**src/rtl/core/rhc_pkg.sv**
```systemverilog
`timescale 1ns / 1ps

package rhc_pkg;

    localparam int DIV_BITS    = 8;
    localparam int NUM_W       = 17;
    localparam int DEN_W       = 9;
    localparam int CORE_LAT    = DIV_BITS + 2;
    localparam int PIPE_LAT    = CORE_LAT + 1;
    localparam int H2R_STAGES  = 5;
    localparam int RECIP_SHIFT = 21;
    localparam int LUM_SHIFT   = 17;

    localparam logic [7:0]  HLS_MAX  = 8'd240;
    localparam logic [14:0] RECIP_75 = 15'd27963;
    // 240/510 is 8/17; 8 * ceil(2^17 / 17) is exact for sums up to 510
    localparam logic [15:0] LUM_RECIP = 16'd61688;

    typedef struct packed {
        logic [7:0] blue;
        logic [7:0] green;
        logic [7:0] red;
    } rgb_t;

    typedef struct packed {
        logic [7:0] sat;
        logic [7:0] lum;
        logic [7:0] hue;
    } hls_t;

    // Weight of q-p along the hue ramp for a position t on 0..240
    function automatic logic [5:0] ramp_weight(input logic [7:0] t);
        logic [7:0] w;
        w = 8'd0;
        if (t < 8'd40) begin
            w = t;
        end else if (t < 8'd120) begin
            w = 8'd40;
        end else if (t < 8'd160) begin
            w = 8'd160 - t;
        end
        return w[5:0];
    endfunction

endpackage

```
**src/rtl/core/rgb_hls_color_convert.sv**
```systemverilog
`timescale 1ns / 1ps

// RGB <-> HLS (0..240 scale) color converter on a stream. tuser[0] selects
// the direction: 0 turns red/green/blue into hue/luminance/saturation, 1
// turns hue/luminance/saturation into red/green/blue; the fields of the
// unused direction read as zero. One pixel is taken every clock, and each
// result passes two setup stages, an eight-stage bit-per-stage restoring
// divider for the RGB to HLS quotients (the HLS to RGB side is padded to
// match), and the output register. The whole pipeline holds while a result
// waits at the output.
module rgb_hls_color_convert (
    input  logic        aclk,
    input  logic        aresetn,
    input  logic        s_tvalid,
    output logic        s_tready,
    // red[7:0], green[15:8], blue[23:16], hue[31:24], lum[39:32], sat[47:40]
    input  logic [47:0] s_tdata,
    // mode[0]
    input  logic [0:0]  s_tuser,
    output logic        m_tvalid,
    input  logic        m_tready,
    // hue[7:0], lum[15:8], sat[23:16], red[31:24], green[39:32], blue[47:40]
    output logic [47:0] m_tdata
);

    logic en;
    logic [rhc_pkg::PIPE_LAT-1:0] vld_reg;
    logic [rhc_pkg::CORE_LAT-1:0] mode_reg;
    rhc_pkg::rgb_t rgb_in, rgb_res, rgb_out_reg;
    rhc_pkg::hls_t hls_in, hls_res, hls_out_reg;

    // Advance whenever the output slot is free or being taken
    assign en       = !vld_reg[rhc_pkg::PIPE_LAT-1] || m_tready;
    assign s_tready = en;
    assign m_tvalid = vld_reg[rhc_pkg::PIPE_LAT-1];

    assign rgb_in = '{blue: s_tdata[23:16], green: s_tdata[15:8], red: s_tdata[7:0]};
    assign hls_in = '{sat: s_tdata[47:40], lum: s_tdata[39:32], hue: s_tdata[31:24]};

    rhc_rgb2hls u_rgb2hls (
        .aclk(aclk), .en(en), .rgb_in(rgb_in), .hls_out(hls_res)
    );

    rhc_hls2rgb u_hls2rgb (
        .aclk(aclk), .en(en), .hls_in(hls_in), .rgb_out(rgb_res)
    );

    always_ff @(posedge aclk) begin
        if (!aresetn) begin
            vld_reg <= '0;
        end else if (en) begin
            vld_reg <= {vld_reg[rhc_pkg::PIPE_LAT-2:0], s_tvalid};
        end
    end

    always_ff @(posedge aclk) begin
        if (en) begin
            mode_reg <= {mode_reg[rhc_pkg::CORE_LAT-2:0], s_tuser[0]};
            if (mode_reg[rhc_pkg::CORE_LAT-1]) begin
                hls_out_reg <= '0;
                rgb_out_reg <= rgb_res;
            end else begin
                hls_out_reg <= hls_res;
                rgb_out_reg <= '0;
            end
        end
    end

    assign m_tdata = {rgb_out_reg, hls_out_reg};

endmodule

```
**src/rtl/core/rhc_div.sv**
```systemverilog
`timescale 1ns / 1ps

module rhc_div (
    input  logic                       aclk,
    input  logic                       en,
    input  logic [rhc_pkg::NUM_W-1:0]  num_in,
    input  logic [rhc_pkg::DEN_W-1:0]  den_in,
    output logic [rhc_pkg::DIV_BITS-1:0] quo_out
);

    logic [rhc_pkg::NUM_W-1:0]    rem_reg [rhc_pkg::DIV_BITS];
    logic [rhc_pkg::DEN_W-1:0]    den_reg [rhc_pkg::DIV_BITS];
    logic [rhc_pkg::DIV_BITS-1:0] quo_reg [rhc_pkg::DIV_BITS];

    // One quotient bit per stage, most significant first
    for (genvar k = 0; k < rhc_pkg::DIV_BITS; k++) begin : g_stage
        localparam int SH = rhc_pkg::DIV_BITS - 1 - k;
        logic [rhc_pkg::NUM_W-1:0]    rem_in;
        logic [rhc_pkg::DEN_W-1:0]    den_in_k;
        logic [rhc_pkg::DIV_BITS-1:0] quo_in;
        logic [rhc_pkg::NUM_W-1:0]    den_sh;
        logic [rhc_pkg::NUM_W-1:0]    rem_next;
        logic [rhc_pkg::DIV_BITS-1:0] quo_next;

        if (k == 0) begin : g_first
            assign rem_in   = num_in;
            assign den_in_k = den_in;
            assign quo_in   = '0;
        end else begin : g_rest
            assign rem_in   = rem_reg[k-1];
            assign den_in_k = den_reg[k-1];
            assign quo_in   = quo_reg[k-1];
        end

        always_comb begin
            den_sh   = rhc_pkg::NUM_W'(den_in_k) << SH;
            rem_next = rem_in;
            quo_next = quo_in;
            if (rem_in >= den_sh) begin
                rem_next     = rem_in - den_sh;
                quo_next[SH] = 1'b1;
            end
        end

        always_ff @(posedge aclk) begin
            if (en) begin
                rem_reg[k] <= rem_next;
                den_reg[k] <= den_in_k;
                quo_reg[k] <= quo_next;
            end
        end
    end

    assign quo_out = quo_reg[rhc_pkg::DIV_BITS-1];

endmodule

```
**src/rtl/core/rhc_rgb2hls.sv**
```systemverilog
`timescale 1ns / 1ps

module rhc_rgb2hls (
    input  logic          aclk,
    input  logic          en,
    input  rhc_pkg::rgb_t rgb_in,
    output rhc_pkg::hls_t hls_out
);

    typedef struct packed {
        logic [7:0] lum;
        logic [7:0] base;
        logic       neg;
        logic       grey;
    } side_t;

    logic [7:0] r_a_reg, g_a_reg, b_a_reg, mx_a_reg, mn_a_reg;
    logic [7:0] mx_next, mn_next;

    always_comb begin
        mx_next = (rgb_in.red > rgb_in.green) ? rgb_in.red : rgb_in.green;
        mn_next = (rgb_in.red < rgb_in.green) ? rgb_in.red : rgb_in.green;
        if (rgb_in.blue > mx_next) mx_next = rgb_in.blue;
        if (rgb_in.blue < mn_next) mn_next = rgb_in.blue;
    end

    always_ff @(posedge aclk) begin
        if (en) begin
            r_a_reg  <= rgb_in.red;
            g_a_reg  <= rgb_in.green;
            b_a_reg  <= rgb_in.blue;
            mx_a_reg <= mx_next;
            mn_a_reg <= mn_next;
        end
    end

    logic [rhc_pkg::NUM_W-1:0] sat_num_next, hue_num_next;
    logic [rhc_pkg::DEN_W-1:0] sat_den_next, hue_den_next;
    logic [rhc_pkg::DEN_W-1:0] sum;
    logic [24:0]               lum_prod;
    logic [7:0]                delta, pos, neg_term, mag;
    side_t                     side_next;

    always_comb begin
        sum   = {1'b0, mx_a_reg} + {1'b0, mn_a_reg};
        delta = mx_a_reg - mn_a_reg;
        sat_den_next = (sum > 9'd255) ? 9'd510 - sum : sum;
        hue_den_next = {1'b0, delta};
        // Luminance by reciprocal multiplication, no divider needed
        lum_prod = 25'(sum) * 25'(rhc_pkg::LUM_RECIP);
        side_next.lum = lum_prod[rhc_pkg::LUM_SHIFT+7:rhc_pkg::LUM_SHIFT];
        sat_num_next = rhc_pkg::NUM_W'(delta) * rhc_pkg::NUM_W'(240);
        priority if (mx_a_reg == r_a_reg) begin
            pos      = g_a_reg;
            neg_term = b_a_reg;
            side_next.base = (g_a_reg < b_a_reg) ? 8'd240 : 8'd0;
        end else if (mx_a_reg == g_a_reg) begin
            pos      = b_a_reg;
            neg_term = r_a_reg;
            side_next.base = 8'd80;
        end else begin
            pos      = r_a_reg;
            neg_term = g_a_reg;
            side_next.base = 8'd160;
        end
        side_next.neg  = pos < neg_term;
        side_next.grey = mx_a_reg == mn_a_reg;
        mag = side_next.neg ? neg_term - pos : pos - neg_term;
        hue_num_next = rhc_pkg::NUM_W'(mag) * rhc_pkg::NUM_W'(40);
    end

    logic [rhc_pkg::NUM_W-1:0] sat_num_reg, hue_num_reg;
    logic [rhc_pkg::DEN_W-1:0] sat_den_reg, hue_den_reg;
    side_t                     side_reg [rhc_pkg::DIV_BITS+1];

    always_ff @(posedge aclk) begin
        if (en) begin
            sat_num_reg <= sat_num_next;
            hue_num_reg <= hue_num_next;
            sat_den_reg <= sat_den_next;
            hue_den_reg <= hue_den_next;
            side_reg[0] <= side_next;
            for (int k = 1; k <= rhc_pkg::DIV_BITS; k++) begin
                side_reg[k] <= side_reg[k-1];
            end
        end
    end

    logic [7:0] sat_q, hue_q;

    rhc_div u_div_sat (
        .aclk(aclk), .en(en), .num_in(sat_num_reg),
        .den_in(sat_den_reg), .quo_out(sat_q)
    );

    rhc_div u_div_hue (
        .aclk(aclk), .en(en), .num_in(hue_num_reg),
        .den_in(hue_den_reg), .quo_out(hue_q)
    );

    side_t side_out;

    always_comb begin
        side_out    = side_reg[rhc_pkg::DIV_BITS];
        hls_out.lum = side_out.lum;
        // Grey input divides by zero; drop both quotients
        hls_out.sat = side_out.grey ? 8'd0 : sat_q;
        hls_out.hue = side_out.grey ? 8'd0 :
                      side_out.neg  ? side_out.base - hue_q : side_out.base + hue_q;
    end

endmodule

```
**src/rtl/core/rhc_hls2rgb.sv**
```systemverilog
`timescale 1ns / 1ps

module rhc_hls2rgb (
    input  logic          aclk,
    input  logic          en,
    input  rhc_pkg::hls_t hls_in,
    output rhc_pkg::rgb_t rgb_out
);

    localparam int PAD = rhc_pkg::CORE_LAT - rhc_pkg::H2R_STAGES;

    // Stage A: wrap hue, clamp luminance and saturation
    logic [7:0] h_a_reg, l_a_reg, s_a_reg;

    always_ff @(posedge aclk) begin
        if (en) begin
            h_a_reg <= (hls_in.hue > rhc_pkg::HLS_MAX) ? hls_in.hue - rhc_pkg::HLS_MAX
                                                       : hls_in.hue;
            l_a_reg <= (hls_in.lum > rhc_pkg::HLS_MAX) ? rhc_pkg::HLS_MAX : hls_in.lum;
            s_a_reg <= (hls_in.sat > rhc_pkg::HLS_MAX) ? rhc_pkg::HLS_MAX : hls_in.sat;
        end
    end

    // Stage B: p and q - p over 57600, ramp weights per channel
    logic [16:0] ls, q_full, p_full, d_full;
    logic [8:0]  t_red;
    logic [7:0]  t_ch [3];
    logic [15:0] p_b_reg, d_b_reg;
    logic [5:0]  f_b_reg [3];

    always_comb begin
        ls = 17'(l_a_reg) * 17'(s_a_reg);
        if (l_a_reg < 8'd120) begin
            q_full = 17'(l_a_reg) * (17'd240 + 17'(s_a_reg));
        end else begin
            q_full = (17'(l_a_reg) + 17'(s_a_reg)) * 17'd240 - ls;
        end
        p_full = 17'(l_a_reg) * 17'd480 - q_full;
        d_full = q_full - p_full;
        t_red  = {1'b0, h_a_reg} + 9'd80;
        t_ch[0] = (t_red > 9'd240) ? 8'(t_red - 9'd240) : t_red[7:0];
        t_ch[1] = h_a_reg;
        t_ch[2] = (h_a_reg < 8'd80) ? h_a_reg + 8'd160 : h_a_reg - 8'd80;
    end

    always_ff @(posedge aclk) begin
        if (en) begin
            p_b_reg <= p_full[15:0];
            d_b_reg <= d_full[15:0];
            for (int c = 0; c < 3; c++) begin
                f_b_reg[c] <= rhc_pkg::ramp_weight(t_ch[c]);
            end
        end
    end

    // Stages C, D, E: value, times 17 over 2048, then over 75 by reciprocal
    logic [21:0] v_c_reg [3];
    logic [14:0] y_d_reg [3];
    logic [7:0]  o_e_reg [3];
    logic [22:0] v_next  [3];
    logic [25:0] x_next  [3];
    logic [29:0] z_next  [3];

    always_comb begin
        for (int c = 0; c < 3; c++) begin
            v_next[c] = 23'(p_b_reg) * 23'd40 + 23'(d_b_reg) * 23'(f_b_reg[c]);
            x_next[c] = 26'(v_c_reg[c]) * 26'd17;
            z_next[c] = 30'(y_d_reg[c]) * 30'(rhc_pkg::RECIP_75);
        end
    end

    always_ff @(posedge aclk) begin
        if (en) begin
            for (int c = 0; c < 3; c++) begin
                v_c_reg[c] <= v_next[c][21:0];
                y_d_reg[c] <= x_next[c][25:11];
                o_e_reg[c] <= z_next[c][rhc_pkg::RECIP_SHIFT+7:rhc_pkg::RECIP_SHIFT];
            end
        end
    end

    // Align with the divider path
    rhc_pkg::rgb_t pad_reg [PAD];

    always_ff @(posedge aclk) begin
        if (en) begin
            pad_reg[0] <= '{blue: o_e_reg[2], green: o_e_reg[1], red: o_e_reg[0]};
            for (int k = 1; k < PAD; k++) begin
                pad_reg[k] <= pad_reg[k-1];
            end
        end
    end

    assign rgb_out = pad_reg[PAD-1];

endmodule

```
**config.mk**
```make
export PLATFORM = sky130hd
export DESIGN_NAME = rgb_hls_color_convert
export DESIGN_NICKNAME = d
export VERILOG_FILES = /design/src/rtl/core/rhc_pkg.sv /design/src/rtl/core/rgb_hls_color_convert.sv /design/src/rtl/core/rhc_div.sv /design/src/rtl/core/rhc_rgb2hls.sv /design/src/rtl/core/rhc_hls2rgb.sv
export SDC_FILE = /design/constraint.sdc
export NUM_CORES = 2
export LEC_CHECK = 0
export BUFFER_PORTS_ARGS = -buffer_cell sky130_fd_sc_hd__buf_2
export CAP_MARGIN = 20
export CORE_MARGIN = 2
export CORE_UTILIZATION = 40
export DETAILED_ROUTE_END_ITERATION = 12
export PLACE_DENSITY_LB_ADDON = 0.08
export SETUP_SLACK_MARGIN = 0.1
export SKIP_LAST_GASP = 1
export SLEW_MARGIN = 20
export SYNTH_ARGS = -nofsm -noshare
export SYNTH_HDL_FRONTEND = slang
export SYNTH_HIERARCHICAL = 1
export SYNTH_SLANG_ARGS = --single-unit
```
**constraint.sdc**
```tcl
create_clock -name aclk -period 21.9 [get_ports aclk]
set_clock_uncertainty 0.2 [all_clocks]
set_input_delay 1.095 -clock aclk [delete_from_list [all_inputs] [get_ports aclk]]
set_output_delay 1.095 -clock aclk [all_outputs]
set_load 0.1 [all_outputs]
```
==> metrics.md <==
| Metric | Value |
|---|---|
| Crit path DAT | 9.93 ns |
| Post-Syn Area | 80,500 um^2 |
| Synth top area cells | edfxtp_1 (38%), fa_1 (17%), ha_1 (15%) |
| Overall routing resource usage | 16.4% |
| Largest register FFs | 120 |
| Total core area | 200,000 um^2 |
| Footprint of the multi-input gates | 44,500 um^2 |
| Count of nets after finishing | 9,015 |
| Initial antenna violation count | 2 |
| CTS hold repair buffers | 0 |
| H-tree depth | 3 |
| Routability congestion estimate | 0.842 |
| Root Driver | clkbuf_16 |
| Routed via count | 49,100 |
| Reg clk slew, reported paths | 0.06 ns |
| FMAX | 103 MHz |
| Outcome | finished clean |
| Area Growth Syn to Fin | 9.27% |
| Top cell type's share of synthesized area | 37.5% |
| Distinct cells, synth | 108 |
| Largest net degree at the start of global routing | 157 |
| Half-perimeter wire length after placement | 130,000 um |
| Worst path bufs/invs | 6 |
| CTS tree | built |
| Die Footprint | 205,000 um^2 |
| Pre-antenna DRT Iters | 6 |
| Non-filler cells, final | 10,100 |
| CTS-repair resized insts | 0 |
| Share of cells above drive strength 1 | 5.68% |
| Fin. Hold Viols | 0 |
| FF-to-FF setup slack | 12.23 ns |
| Measured slew at the worst slew-check pin | 1.15 ns |
| Post-layout util | 44.0% |
| Starting Density | 40.3% |
| RSZ-0062 raised after global routing | no |
| Ys async rst share | 0% |
| Syn Area/Cell | 11.2 um^2 |
| Drt total wl | 164,000 um |
| Port bufs | 102 |
| Synth Warn # | 6 |
| Most used DFF post-synth | edfxtp_1 |
| Final worst path period need | 9.67 ns |
| Post-CTS Setup Inserts | 0 |
| Fill count | 18,700 |
| Worst Path Required | 22.16 ns |
| Remaining DRCs | 0 |
| Crit end category | register |
| Endpoints failing setup | 0 |
| Congestion Overflow GR | 0 |
| Die Y-Extent | 453 um |
| Setup TNS Final | 0 ns |
| Post-route ant nets | 0 |
| Num CTS Buffers | 118 |
| Clock Tree Buf Depth | 3 |
| Drt initial violations | 2,281 |
| Pins Over Slew Limit | 0 |
| Total of max-cap violations | 0 |
| I/O pin count | 103 |
| Syn Inst Count | 7,200 |
| Vias in the first global route | 51,900 |
| Critical Path Slowest Stage Cell | edfxtp_1 |
| EDFF count, synth | 1,005 |
| Crit-path max cell delay | 0.83 ns |
| DR vias/cell | 4.87 |
| Register Area | 30,400 um^2 |
| Most common cell after layout, fill and taps aside | inv_1 |
| Clk_lat worst skew | 0.78 ns |
| Drt wl/cell | 16.2 um |
| Floorplan row count | 164 |
| Critical Path Source Type | register |
| Most frequent cells in the layout | inv_1 (1,288), edfxtp_1 (1,005), ha_1 (963), fa_1 (665), nand2_1 (511) |
| Register bit total from synthesis | 1,016 |
| Placed Instances | 9,870 |
| Global-route wire length before repair | 272,000 um |
| Worst hold path class | register to register |
| Crit Path Max Fanout | 17 |
| Clock sink total | 1,016 |
| Slew margin rel. | 22.6% |
| Fin crit share | 44.2% |
| Die X-Extent | 453 um |
| Yosys top cell by area | edfxtp_1 |
| Register area share after synthesis | 37.8% |
| WS Path Type | register to register |
| Largest delay share family, worst path | adder cells |
-- metal layers --
layer / track usage [%] / part of all wire [%]
met2: 27.1 / 46
met3: 1.90 / 2.6
met4: 4.04 / 2.3
met5: 0 / 0
met1: 22.8 / 49
-- cells by family after synthesis --
family	synth area share, %
fa+ha+maj	31.5
simple gates	9.39
buf+inv	7.07
compound gates	8.64
flops	37.8
xor+xnor	4.48
mux	1.09
other cells	0.0140
-- Yosys cell counts, drive strengths merged (15+ instances only) --
library cell	instances
nand4	33
a31oi	33
nand3b	15
buf	71
nor3	98
a211o	16
a211oi	48
and3	33
a21o	119
or2	24
o31ai	19
xnor2	261
a21boi	27
clkbuf	90
nor2	333
nand3	81
nor4	29
o21a	61
edfxtp	1005
o21ai	247
nand2	512
ha	963
o21bai	31
nor2b	88
xor2	151
inv	1292
mux2	40
o211ai	33
mux2i	42
and2	139
nand2b	55
fa	665
a21oi	281
o311ai	19
or3	40
-- final timing paths --
kind                                           start                                  to  cells past startpoint
setup / recovery  u_hls2rgb/l_a_reg[0]$_SDFFCE_PN0P_     u_hls2rgb/d_b_reg[14]$_DFFE_PP_                     33
hold / removal    u_hls2rgb/pad_reg[0][19]$_DFFE_PP_  u_hls2rgb/pad_reg[0][43]$_DFFE_PP_                      0
setup reg to reg  u_hls2rgb/l_a_reg[0]$_SDFFCE_PN0P_     u_hls2rgb/d_b_reg[14]$_DFFE_PP_                     33
hold reg to reg   u_hls2rgb/pad_reg[0][19]$_DFFE_PP_  u_hls2rgb/pad_reg[0][43]$_DFFE_PP_                      0
-- metrics by stage --
| step | setup slack, ns | cell area [um^2] | hold slack, ns |
|---|---|---|---|
| 2_1_floorplan | 13.31 | 80600 | 0.200 |
| 3_3_place_gp | 12.27 | 83900 | 0.200 |
| 3_5_place_dp | 12.21 | 83900 | 0.205 |
| 4_1_cts | 12.17 | 87900 | 0.210 |
| 5_1_grt | 11.63 | 87900 | 0.212 |
| 6_report | 12.23 | 87900 | 0.199 |
-- area by class of cell --
cell class	instances	area share, %
Multi-Input combinational cell	4761	50.6
Sequential cell	1016	34.6
Inverter	1294	5.53
Tap cell	2656	3.78
Clock buffer	146	3.53
Clock inverter	73	1.00
Timing Repair Buffer	143	0.959
Antenna cell	2	0.00569
Power is left out: the tool's default activity adds up to more than one toggle a clock period on the data nets, which glitch-free logic cannot reach.
